--- src/hw/rtl/arpc_pkg.sv ---
// ----------------------------------------------------------------------------
// arpc_pkg: shared types and constants of the ARP responder with cache
// Holds the field widths, the opcode and result kind codes, the register map,
// the controller states and the command and status bundles between the
// controller and the datapath.
// ----------------------------------------------------------------------------
`default_nettype none

package arpc_pkg;

  localparam int unsigned MacW  = 48;
  localparam int unsigned IpW   = 32;
  localparam int unsigned OpW   = 16;
  localparam int unsigned KindW = 3;
  localparam int unsigned AddrW = 4;
  localparam int unsigned DataW = 64;

  // Byte address bit that selects between the two 64-bit registers.
  localparam int unsigned RegSelBit = 3;

  localparam logic [OpW-1:0] OP_REQUEST = 16'd1;
  localparam logic [OpW-1:0] OP_REPLY   = 16'd2;

  typedef enum logic [0:0] {
    REG_LOCAL_IP  = 1'b0,
    REG_LOCAL_MAC = 1'b1
  } reg_sel_e;

  typedef enum logic [KindW-1:0] {
    KIND_DROP    = 3'd0,
    KIND_REPLY   = 3'd1,
    KIND_LEARNED = 3'd2,
    KIND_KNOWN   = 3'd3,
    KIND_FULL    = 3'd4,
    KIND_HIT     = 3'd5,
    KIND_MISS    = 3'd6,
    KIND_OTHER   = 3'd7
  } kind_e;

  typedef enum logic [1:0] {
    ST_IDLE   = 2'd0,
    ST_DECIDE = 2'd1,
    ST_SCAN   = 2'd2,
    ST_EMIT   = 2'd3
  } state_e;

  typedef struct packed {
    logic  capture;   // latch the input beat and restart the scan
    logic  scan;      // issue the next cache read
    logic  load_out;  // load the output register
    logic  learn;     // append the sender to the cache
    kind_e kind;      // kind of the result being loaded
  } dp_cmd_t;

  typedef struct packed {
    logic is_lookup;
    logic tip_match;
    logic op_request;
    logic op_reply;
    logic match;
    logic exhausted;
    logic full;
    logic out_free;
  } dp_sts_t;

endpackage

`default_nettype wire

--- src/hw/rtl/arpc_ctrl.sv ---
// ----------------------------------------------------------------------------
// arpc_ctrl: controller of the ARP responder with cache
// Sequences one item at a time: capture, classify, scan the cache where
// needed, then hand the result kind to the datapath's output register.
// ----------------------------------------------------------------------------
`default_nettype none

module arpc_ctrl (
  input  wire logic              clk_i,
  input  wire logic              rst_ni,
  input  wire logic              in_valid_i,
  output logic                   in_stall_o,
  input  wire arpc_pkg::dp_sts_t sts_i,
  output arpc_pkg::dp_cmd_t      cmd_o
);

  arpc_pkg::state_e state_q, state_d;
  arpc_pkg::kind_e  kind_q, kind_d;

  always_ff @(posedge clk_i or negedge rst_ni) begin
    if (!rst_ni) begin
      state_q <= arpc_pkg::ST_IDLE;
      kind_q  <= arpc_pkg::KIND_DROP;
    end else begin
      state_q <= state_d;
      kind_q  <= kind_d;
    end
  end

  always_comb begin
    state_d        = state_q;
    kind_d         = kind_q;
    in_stall_o     = 1'b1;
    cmd_o          = '0;
    cmd_o.kind     = kind_q;
    unique case (state_q)
      arpc_pkg::ST_IDLE: begin
        in_stall_o = 1'b0;
        if (in_valid_i) begin
          cmd_o.capture = 1'b1;
          state_d       = arpc_pkg::ST_DECIDE;
        end
      end
      arpc_pkg::ST_DECIDE: begin
        if (sts_i.is_lookup) begin
          state_d = arpc_pkg::ST_SCAN;
        end else if (!sts_i.tip_match) begin
          kind_d  = arpc_pkg::KIND_DROP;
          state_d = arpc_pkg::ST_EMIT;
        end else if (sts_i.op_request) begin
          kind_d  = arpc_pkg::KIND_REPLY;
          state_d = arpc_pkg::ST_EMIT;
        end else if (sts_i.op_reply) begin
          state_d = arpc_pkg::ST_SCAN;
        end else begin
          kind_d  = arpc_pkg::KIND_OTHER;
          state_d = arpc_pkg::ST_EMIT;
        end
      end
      arpc_pkg::ST_SCAN: begin
        // Stop reading on a match so the read data stays for the result.
        cmd_o.scan = !sts_i.match;
        if (sts_i.match) begin
          kind_d  = sts_i.is_lookup ? arpc_pkg::KIND_HIT : arpc_pkg::KIND_KNOWN;
          state_d = arpc_pkg::ST_EMIT;
        end else if (sts_i.exhausted) begin
          if (sts_i.is_lookup) begin
            kind_d = arpc_pkg::KIND_MISS;
          end else if (sts_i.full) begin
            kind_d = arpc_pkg::KIND_FULL;
          end else begin
            kind_d = arpc_pkg::KIND_LEARNED;
          end
          state_d = arpc_pkg::ST_EMIT;
        end
      end
      arpc_pkg::ST_EMIT: begin
        if (sts_i.out_free) begin
          cmd_o.load_out = 1'b1;
          cmd_o.learn    = (kind_q == arpc_pkg::KIND_LEARNED);
          state_d        = arpc_pkg::ST_IDLE;
        end
      end
      default: begin
        state_d = arpc_pkg::ST_IDLE;
      end
    endcase
  end

endmodule

`default_nettype wire

--- src/hw/rtl/arpc_dp.sv ---
// ----------------------------------------------------------------------------
// arpc_dp: datapath of the ARP responder with cache
// Holds the configuration registers, the captured input beat, the cache
// memory with its fill count and scan pointer, and the output register.
// ----------------------------------------------------------------------------
`default_nettype none

module arpc_dp #(
  parameter int unsigned CacheEntries = 16
) (
  input  wire logic                          clk_i,
  input  wire logic                          rst_ni,
  // Configuration port
  input  wire logic                          psel,
  input  wire logic                          penable,
  input  wire logic                          pwrite,
  input  wire logic [arpc_pkg::AddrW-1:0]    paddr,
  input  wire logic [arpc_pkg::DataW-1:0]    pwdata,
  output logic      [arpc_pkg::DataW-1:0]    prdata,
  // Input payload
  input  wire logic                          mode_i,
  input  wire logic [arpc_pkg::OpW-1:0]      opcode_i,
  input  wire logic [arpc_pkg::MacW-1:0]     sender_mac_i,
  input  wire logic [arpc_pkg::IpW-1:0]      sender_ip_i,
  input  wire logic [arpc_pkg::IpW-1:0]      target_ip_i,
  input  wire logic [arpc_pkg::IpW-1:0]      lookup_ip_i,
  // Output channel
  output logic                               out_valid_o,
  input  wire logic                          out_stall_i,
  output logic      [arpc_pkg::KindW-1:0]    kind_o,
  output logic      [arpc_pkg::MacW-1:0]     reply_dst_mac_o,
  output logic      [arpc_pkg::MacW-1:0]     reply_src_mac_o,
  output logic      [arpc_pkg::IpW-1:0]      reply_sender_ip_o,
  output logic      [arpc_pkg::IpW-1:0]      reply_target_ip_o,
  output logic      [arpc_pkg::MacW-1:0]     found_mac_o,
  // Controller link
  input  wire arpc_pkg::dp_cmd_t             cmd_i,
  output arpc_pkg::dp_sts_t                  sts_o
);

  localparam int unsigned CntW  = $clog2(CacheEntries + 1);
  localparam int unsigned IdxW  = (CacheEntries > 1) ? $clog2(CacheEntries) : 1;
  localparam int unsigned EntW  = arpc_pkg::IpW + arpc_pkg::MacW;
  localparam logic [CntW-1:0] CntMax = CntW'(CacheEntries);

  // Configuration registers.
  logic [arpc_pkg::IpW-1:0]  local_ip_q;
  logic [arpc_pkg::MacW-1:0] local_mac_q;
  logic                      cfg_wr;
  arpc_pkg::reg_sel_e        reg_sel;

  assign cfg_wr  = psel && penable && pwrite;
  assign reg_sel = arpc_pkg::reg_sel_e'(paddr[arpc_pkg::RegSelBit]);

  always_ff @(posedge clk_i or negedge rst_ni) begin
    if (!rst_ni) begin
      local_ip_q  <= '0;
      local_mac_q <= '0;
    end else if (cfg_wr) begin
      unique case (reg_sel)
        arpc_pkg::REG_LOCAL_IP:  local_ip_q  <= pwdata[arpc_pkg::IpW-1:0];
        arpc_pkg::REG_LOCAL_MAC: local_mac_q <= pwdata[arpc_pkg::MacW-1:0];
        default: ;
      endcase
    end
  end

  always_comb begin
    unique case (reg_sel)
      arpc_pkg::REG_LOCAL_IP:
        prdata = {{(arpc_pkg::DataW - arpc_pkg::IpW){1'b0}}, local_ip_q};
      arpc_pkg::REG_LOCAL_MAC:
        prdata = {{(arpc_pkg::DataW - arpc_pkg::MacW){1'b0}}, local_mac_q};
      default: prdata = '0;
    endcase
  end

  // Captured input beat.
  logic                      mode_q;
  logic [arpc_pkg::OpW-1:0]  opcode_q;
  logic [arpc_pkg::MacW-1:0] smac_q;
  logic [arpc_pkg::IpW-1:0]  sip_q;
  logic [arpc_pkg::IpW-1:0]  tip_q;
  logic [arpc_pkg::IpW-1:0]  lip_q;

  always_ff @(posedge clk_i) begin
    if (cmd_i.capture) begin
      mode_q   <= mode_i;
      opcode_q <= opcode_i;
      smac_q   <= sender_mac_i;
      sip_q    <= sender_ip_i;
      tip_q    <= target_ip_i;
      lip_q    <= lookup_ip_i;
    end
  end

  // Slots are never freed, so the valid slots are always 0 .. count-1 and the
  // fill count stands in for per-slot valid bits.
  logic [EntW-1:0]          mem_q [CacheEntries];
  logic [CntW-1:0]          count_q;
  logic [CntW-1:0]          idx_q;
  logic                     rvalid_q;
  logic [arpc_pkg::IpW-1:0]  rd_ip_q;
  logic [arpc_pkg::MacW-1:0] rd_mac_q;
  logic                     issue;
  logic [arpc_pkg::IpW-1:0]  key;

  assign issue = cmd_i.scan && (idx_q < count_q);
  assign key   = mode_q ? lip_q : sip_q;

  always_ff @(posedge clk_i) begin
    if (cmd_i.learn) begin
      mem_q[count_q[IdxW-1:0]] <= {sip_q, smac_q};
    end
    if (issue) begin
      {rd_ip_q, rd_mac_q} <= mem_q[idx_q[IdxW-1:0]];
    end
  end

  always_ff @(posedge clk_i or negedge rst_ni) begin
    if (!rst_ni) begin
      count_q  <= '0;
      idx_q    <= '0;
      rvalid_q <= 1'b0;
    end else begin
      if (cmd_i.learn) begin
        count_q <= count_q + CntW'(1);
      end
      if (cmd_i.capture) begin
        idx_q    <= '0;
        rvalid_q <= 1'b0;
      end else if (cmd_i.scan) begin
        rvalid_q <= issue;
        if (issue) begin
          idx_q <= idx_q + CntW'(1);
        end
      end
    end
  end

  // Output register.
  logic out_valid_q;
  logic is_reply;
  logic is_hit;

  assign is_reply = (cmd_i.kind == arpc_pkg::KIND_REPLY);
  assign is_hit   = (cmd_i.kind == arpc_pkg::KIND_HIT);

  always_ff @(posedge clk_i or negedge rst_ni) begin
    if (!rst_ni) begin
      out_valid_q <= 1'b0;
    end else if (cmd_i.load_out) begin
      out_valid_q <= 1'b1;
    end else if (!out_stall_i) begin
      out_valid_q <= 1'b0;
    end
  end

  always_ff @(posedge clk_i) begin
    if (cmd_i.load_out) begin
      kind_o            <= cmd_i.kind;
      reply_dst_mac_o   <= is_reply ? smac_q      : '0;
      reply_src_mac_o   <= is_reply ? local_mac_q : '0;
      reply_sender_ip_o <= is_reply ? tip_q       : '0;
      reply_target_ip_o <= is_reply ? sip_q       : '0;
      found_mac_o       <= is_hit   ? rd_mac_q    : '0;
    end
  end

  assign out_valid_o = out_valid_q;

  assign sts_o.is_lookup  = mode_q;
  assign sts_o.tip_match  = (tip_q == local_ip_q);
  assign sts_o.op_request = (opcode_q == arpc_pkg::OP_REQUEST);
  assign sts_o.op_reply   = (opcode_q == arpc_pkg::OP_REPLY);
  assign sts_o.match      = rvalid_q && (rd_ip_q == key);
  assign sts_o.exhausted  = (idx_q == count_q) && !rvalid_q;
  assign sts_o.full       = (count_q == CntMax);
  assign sts_o.out_free   = !out_valid_q || !out_stall_i;

endmodule

`default_nettype wire

--- src/hw/rtl/arp_responder_with_cache_core.sv ---
// ----------------------------------------------------------------------------
// arp_responder_with_cache_core: ARP responder with a bounded ARP cache
// Answers ARP requests for the local address, learns senders of ARP replies
// into a small cache and serves cache lookups.
//
//   Channel   Direction  Handshake                      Beat
//   input     in         in_valid_i / in_stall_o        ARP packet or lookup
//   output    out        out_valid_o / out_stall_i      one result per item
//   config    in/out     psel, penable, pwrite, pready  local_ip, local_mac
//
// An item that needs no cache access goes from the decide state straight to the
// emit state. A lookup or a reply to the local address scans the filled cache
// slots one per cycle through the single read port.
// One item is in flight at a time; the next is accepted when the result has
// been loaded, even if the output beat is still stalled.
// Reset clears the configuration registers and empties the cache at once.
// ----------------------------------------------------------------------------
`default_nettype none

module arp_responder_with_cache_core #(
  parameter int unsigned CACHE_ENTRIES = 16
) (
  input  wire logic                          clk_i,
  input  wire logic                          rst_ni,
  input  wire logic                          psel,
  input  wire logic                          penable,
  input  wire logic                          pwrite,
  input  wire logic [arpc_pkg::AddrW-1:0]    paddr,
  input  wire logic [arpc_pkg::DataW-1:0]    pwdata,
  output logic      [arpc_pkg::DataW-1:0]    prdata,
  output logic                               pready,
  input  wire logic                          in_valid_i,
  output logic                               in_stall_o,
  input  wire logic                          mode_i,
  input  wire logic [arpc_pkg::OpW-1:0]      opcode_i,
  input  wire logic [arpc_pkg::MacW-1:0]     sender_mac_i,
  input  wire logic [arpc_pkg::IpW-1:0]      sender_ip_i,
  input  wire logic [arpc_pkg::IpW-1:0]      target_ip_i,
  input  wire logic [arpc_pkg::IpW-1:0]      lookup_ip_i,
  output logic                               out_valid_o,
  input  wire logic                          out_stall_i,
  output logic      [arpc_pkg::KindW-1:0]    kind_o,
  output logic      [arpc_pkg::MacW-1:0]     reply_dst_mac_o,
  output logic      [arpc_pkg::MacW-1:0]     reply_src_mac_o,
  output logic      [arpc_pkg::IpW-1:0]      reply_sender_ip_o,
  output logic      [arpc_pkg::IpW-1:0]      reply_target_ip_o,
  output logic      [arpc_pkg::MacW-1:0]     found_mac_o
);

  arpc_pkg::dp_cmd_t cmd;
  arpc_pkg::dp_sts_t sts;

  assign pready = 1'b1;

  arpc_ctrl u_ctrl (
    .clk_i      (clk_i),
    .rst_ni     (rst_ni),
    .in_valid_i (in_valid_i),
    .in_stall_o (in_stall_o),
    .sts_i      (sts),
    .cmd_o      (cmd)
  );

  arpc_dp #(
    .CacheEntries (CACHE_ENTRIES)
  ) u_dp (
    .clk_i             (clk_i),
    .rst_ni            (rst_ni),
    .psel              (psel),
    .penable           (penable),
    .pwrite            (pwrite),
    .paddr             (paddr),
    .pwdata            (pwdata),
    .prdata            (prdata),
    .mode_i            (mode_i),
    .opcode_i          (opcode_i),
    .sender_mac_i      (sender_mac_i),
    .sender_ip_i       (sender_ip_i),
    .target_ip_i       (target_ip_i),
    .lookup_ip_i       (lookup_ip_i),
    .out_valid_o       (out_valid_o),
    .out_stall_i       (out_stall_i),
    .kind_o            (kind_o),
    .reply_dst_mac_o   (reply_dst_mac_o),
    .reply_src_mac_o   (reply_src_mac_o),
    .reply_sender_ip_o (reply_sender_ip_o),
    .reply_target_ip_o (reply_target_ip_o),
    .found_mac_o       (found_mac_o),
    .cmd_i             (cmd),
    .sts_o             (sts)
  );

endmodule

`default_nettype wire

--- config.mk ---
export PLATFORM = sky130hd
export DESIGN_NAME = arp_responder_with_cache_core
export DESIGN_NICKNAME = d
export VERILOG_FILES = /design/src/hw/rtl/arpc_pkg.sv /design/src/hw/rtl/arpc_ctrl.sv /design/src/hw/rtl/arpc_dp.sv /design/src/hw/rtl/arp_responder_with_cache_core.sv
export SDC_FILE = /design/constraint.sdc
export NUM_CORES = 2
export LEC_CHECK = 0
export ABC_CLOCK_PERIOD_IN_PS = 20800
export BUFFER_PORTS_ARGS = -buffer_cell sky130_fd_sc_hd__buf_4
export CAP_MARGIN = 20
export CORE_ASPECT_RATIO = 1.1
export CORE_MARGIN = 5
export CORE_UTILIZATION = 64
export DETAILED_ROUTE_END_ITERATION = 16
export GPL_ROUTABILITY_DRIVEN = 0
export HOLD_SLACK_MARGIN = 0.15
export PLACE_DENSITY = 0.84
export SLEW_MARGIN = 40
export SYNTH_ARGS = -nofsm -noshare
export SYNTH_HDL_FRONTEND = slang
export SYNTH_HIERARCHICAL = 1
export SYNTH_SLANG_ARGS = --single-unit
export TNS_END_PERCENT = 30
--- constraint.sdc ---
create_clock -name clk_i -period 20.8 [get_ports clk_i]
set_input_delay 2.08 -clock clk_i [delete_from_list [all_inputs] [get_ports clk_i]]
set_output_delay 2.08 -clock clk_i [all_outputs]
set_load 0.1 [all_outputs]
# Word-level counts from Yosys, hierarchy flattened
# Memory sizes are Yosys's and may differ from the RTL's. A register that Yosys moved wholly into a read port is not among the register bits.
# Index checks and enable logic that the tools add are counted.
# totals
reg_bits	469
latchBits	0
ram_bits	1280
rom_bits	0
out_inout_bits	278
elab_cells	98
n_memories	1
# classes
addsub	2
n_mul	0
n_div	0
n_lt_le_gt_ge	1
eq_ne	18
n_shift	0
mux	36
n_bitwise	1
reduce_logical	19
# memory_table
name	depth	width	rd	rd_clocked_by_memory_dff	wr	line	source
u_dp.mem_q	16	80	1	1	1	arpc_dp.sv:99	logic [EntW-1:0] mem_q [CacheEntries];
# ops
operator	count
$pmux 64 s2	1
$eq 32x32->1	2
$mux 32	1
$mux 3	9
$mux 2	9
$eq 16x1->1 const B	1
$eq 16x2->1 const B	1
$mux 5	3
$mux 1	11
$add 5x1->5 const B	2
$pmux 2 s4	1
$ne 2x2->1 const B	3
$pmux 3 s2	1
$reduce_and 2->1	3
$reduce_bool 2->1	3
$eq 5x5->1	1
$eq 5x5->1 const B	1
$logic_and 1x1->1	5
$lt 5x5->1	1
$eq 2x2->1 const B	2
$logic_not 1->1	4
$ne 4x4->1 const B	1
$reduce_and 4->1	1
$eq 3x1->1 const B	1
9 further kinds	9

# Longest topological paths before layout
# logic_depth
depth_word	9
ltp_mapped	11

# By module
# Netlist, hierarchy kept.
# by_module_without_submodules
module	n_inst	cells_each	area_per_inst_um2	seq_area_each_um2
arpc_dp	1	2920	68346.8	54312.1
arpc_ctrl	1	46	432.9	125.1
arp_responder_with_cache_core	1	2	11.3	0.0

# Least setup slack after synthesis
# Ideal clock, no wire load.
# synth_timing
kind	input to register
from	input out_stall_i
to	memory u_dp/mem_q[3][0] (netlist name) (enable)
setup_ns	0.616
arrival_time_ns	13.504
slack_ns	6.680
cell_stages	6
n_path_buf	1
cell_sequence	nand2_1 -> and2_1 -> and3_1 -> clkbuf_1 -> nand2_1 -> nor3_1
# synth_lines
item	line	source
start: declaration	arp_responder_with_cache_core.sv:41	input wire logic out_stall_i,
end: declaration	arpc_dp.sv:99	

# Worst setup path after layout
# layout_timing
from	input paddr[3] (netlist name)
to	output prdata[25] (netlist name)
# layout_via
elab_chain_cells	2
# layout_rtl
item	line	source
start: declaration	arp_responder_with_cache_core.sv:28	input wire logic [arpc_pkg::AddrW-1:0] paddr,
$not 1->1	arpc_dp.sv:69	unique case (reg_sel)
$pmux 64 s2 *	arpc_dp.sv:69	
end: declaration	arp_responder_with_cache_core.sv:30	output logic [arpc_pkg::DataW-1:0] prdata,
# Every way passes the cells marked *; elsewhere a longest branch is shown, timed or not. The select of a mux whose other input is x is not followed.

==> key figures <==
Outcome
  • Status: completed

STA
  • Final Skew: 0.03049 ns
  • Max frequency: 185.3 MHz
  • Final setup fails: 0
  • Worst-Margin Slew: 0.9207 ns
  • Final period utilization: 25.95%
  • Slew Viols, Final: 0
  • Slew margin rel.: 38.62%
  • Unrepaired setup endpoints after global routing: false
  • Worst Setup Slack, final: 15.40 ns
  • Period minus WS final: 5.397 ns
  • Total negative slack: 0 ns
  • Final hold vios: 0

Critical path
  • Crit path DAT: 3.32 ns
  • Crit path launch type: input port
  • CP Max Fanout: 50
  • CP max stage delay: 0.50 ns
  • Slowest-stage cell, CP: buf_4
  • Reg2reg path depth: 10
  • CP Class: in -> out
  • Crit. End Element: output port
  • CP endpoint: prdata[25]
  • CP required: 18.72 ns
  • Crit path from: paddr[3]
  • R2R Path Start: u_dp/mode_q$_DFFE_PP_
  • Flop2flop setup slack: 16.01 ns
  • Most frequent CP cell: buf_4
  • Critical R2R Capture: u_dp/rd_mac_q[26]$_DFFE_PP_
  • CP Cell Sequence: buf_4, mux2_2, buf_4

CTS
  • Root buffer cell: clkbuf_16
  • Largest buffer count on any clock path: 3
  • H-tree levels: 4
  • Setup bufs post-CTS: 0
  • Clock Latency Late Sink: 0.80 ns
  • Total CTS buffers: 170
  • CTS resizes: 0
  • Clk sink count: 1829
  • Clock transition at path regs: 0.06 ns
  • CTS Hold Bufs: 0
  • CTS tree: done

Synth
  • Synth Register Bits: 1829
  • Post-synthesis cell count: 2968
  • Post-synth EDFFs: 1732
  • Synth warnings: 6
  • Distinct cells, synth: 46
  • Netlist Area Pre-Place: 68790 um2
  • Sequential share of the synthesized area: 79.13%
  • Mean post-synth cell area: 23.18 um2
  • Top FF cell, synth: edfxtp_1
  • Async set-reset flop share out of synthesis: 5.303%

Routing
  • Vias/cell: 6.717
  • Per-cell routed wire length: 35.60 um
  • WL final: 181200 um
  • ANT nets after route: 0
  • Initial DRC count: 4855
  • Drt pass-1 iters: 5
  • Drt drc: 0
  • Vias: 34180

Hold path
  • Worst hold path class: reg -> reg

Cells and area
  • Commonest non-fill, non-tap cell in the layout: edfxtp_1
  • Final std cells w/o fill: 5089
  • Most frequent cells in the layout: 1732 x edfxtp_1, 511 x buf_4, 400 x mux4_2
  • Area grow syn2layout: 15.78%
  • Register area: 54450 um2
  • Nets: 3800
  • Fill cell total of the finished layout: 5260
  • Area of the multi-input gates: 13680 um2
  • Ratio of cells with drive above 1 in the final layout: 35.90%

Floorplan
  • Die ar.: 114200 um2
  • Site row count: 126
  • Die X-Extent: 322.6 um
  • Die Height: 353.9 um
  • Starting Density: 64.26%
  • Core ar.: 107000 um2
  • I/O pins: 514

Global route
  • Vias in the first global route: 35570
  • Largest net degree at the start of global routing: 73
  • GRT Overall Usage: 31.80%
  • Initial antenna violation count: 11
  • Gr ovfl total: 0
  • First-pass GRT wire length: 257600 um

Placement
  • Dpl cells: 4783
  • Port Buffers: 477
  • Hpwl dp: 92640 um
  • Place WS: 14.79 ns

Power and ir drop
  • PwrDens: 141.1 nW/um2
  • Lkg Pwr: 26.59 nW
  • Pwr Total: 11.24 mW
  • Peak VDD IR: 0.0001336 V

Flow run
  • Number of max-cap violations: 0
critical path: cells and delay by family:
family / cells / cell delay, ns
mux: 1 / 0.44
buf+inv: 2 / 0.74
report_power, final:
group	internal (mW)	switching (mW)	total, mW
combinational	1.08	2.16	3.24
sequential	4.59	0.323	4.92
clock	1.72	1.37	3.08
total	7.39	3.85	11.2
layer usage:
metal  global-route usage, %  vias to the layer above  share of wire, %
li1                        -                    13300                 -
met1                   41.80                    17670                34
met2                   54.42                     2793                52
met3                   6.408                      414                11
met4                   10.55                        6               3.7
met5                       0                        -             0.021
final cells by class:
type | count | share of cell area [%]
repair buffers | 544 | 5.393
inverters | 15 | 0.07698
clock buffers | 219 | 5.624
multi-input cells | 989 | 17.17
flip-flops and latches | 1829 | 68.37
diodes | 1 | 0.003142
well taps | 1408 | 2.212
clock inverters | 84 | 1.150
worst min-delay path by stage:
stage                                startpoint                                 end  slack [ns]  cells after the start
2_1_floorplan      u_ctrl/kind_q[0]$_DFFE_PN0P_            u_dp/kind_o[0]$_DFFE_PP_        0.47                      0
3_3_place_gp   u_dp/local_mac_q[27]$_DFFE_PN0P_    u_dp/local_mac_q[27]$_DFFE_PN0P_        0.50                      1
3_5_place_dp         u_dp/rd_mac_q[1]$_DFFE_PP_   u_dp/found_mac_o[1]$_SDFFCE_PP0P_        0.51                      1
4_1_cts              u_dp/rd_mac_q[1]$_DFFE_PP_   u_dp/found_mac_o[1]$_SDFFCE_PP0P_        0.52                      1
5_1_grt             u_dp/rd_mac_q[19]$_DFFE_PP_  u_dp/found_mac_o[19]$_SDFFCE_PP0P_        0.53                      1
6_report             u_dp/rd_mac_q[1]$_DFFE_PP_   u_dp/found_mac_o[1]$_SDFFCE_PP0P_        0.52                      1
logic make-up (layout without fill, tap and decap cells):
family / count (synthesis) / count (layout) / synth area share, %
compound gates: 20 / 20 / 0.1946
mux: 547 / 547 / 15.45
other cells: 2 / 18 / 0.01092
fa+ha+maj: 15 / 15 / 0.2728
simple gates: 321 / 321 / 2.805
xor+xnor: 69 / 69 / 0.8785
buf+inv: 165 / 862 / 1.257
flops: 1829 / 1829 / 79.13
Yosys cell counts, types with 6 or more instances:
master / count / area [um2]
ha_1: 15 / 187.7
nand2_1: 17 / 63.81
buf_4: 38 / 285.3
and2_1: 226 / 1414
buf_1: 22 / 82.58
mux2_2: 113 / 1272
buf_2: 10 / 50.05
nor3_1: 7 / 35.03
edfxtp_1: 1732 / 52010
xor2_1: 34 / 297.8
xnor2_1: 35 / 306.5
buf_6: 12 / 135.1
nand4_1: 6 / 37.54
nor4_1: 18 / 112.6
dfrtp_1: 97 / 2427
mux4_2: 400 / 9009
clkbuf_1: 68 / 255.2
nor2_1: 20 / 75.07
mux2i_1: 33 / 330.3
inv_1: 15 / 56.30
per-stage QoR:
stage / instance area [um2] / hold WS [ns] / util (%)
2_1_floorplan: 68850 / 0.4749 / -
3_3_place_gp: 73990 / 0.4974 / 69.12
3_5_place_dp: 74180 / 0.5066 / 69.30
4_1_cts: 79580 / 0.5181 / 74.34
5_1_grt: 79640 / 0.5306 / 74.40
6_report: 79640 / 0.5182 / 74.40
flip-flops by register name, summed over array words and instances, names as in the netlist, 48 cells and up:
signal,cells
u_dp/smac_q,48
u_dp/rd_mac_q,48
u_dp/found_mac_o,48
u_dp/reply_src_mac_o,48
u_dp/mem_q,1280
u_dp/local_mac_q,48
u_dp/reply_dst_mac_o,48
(Power assumes the default switching activity.)
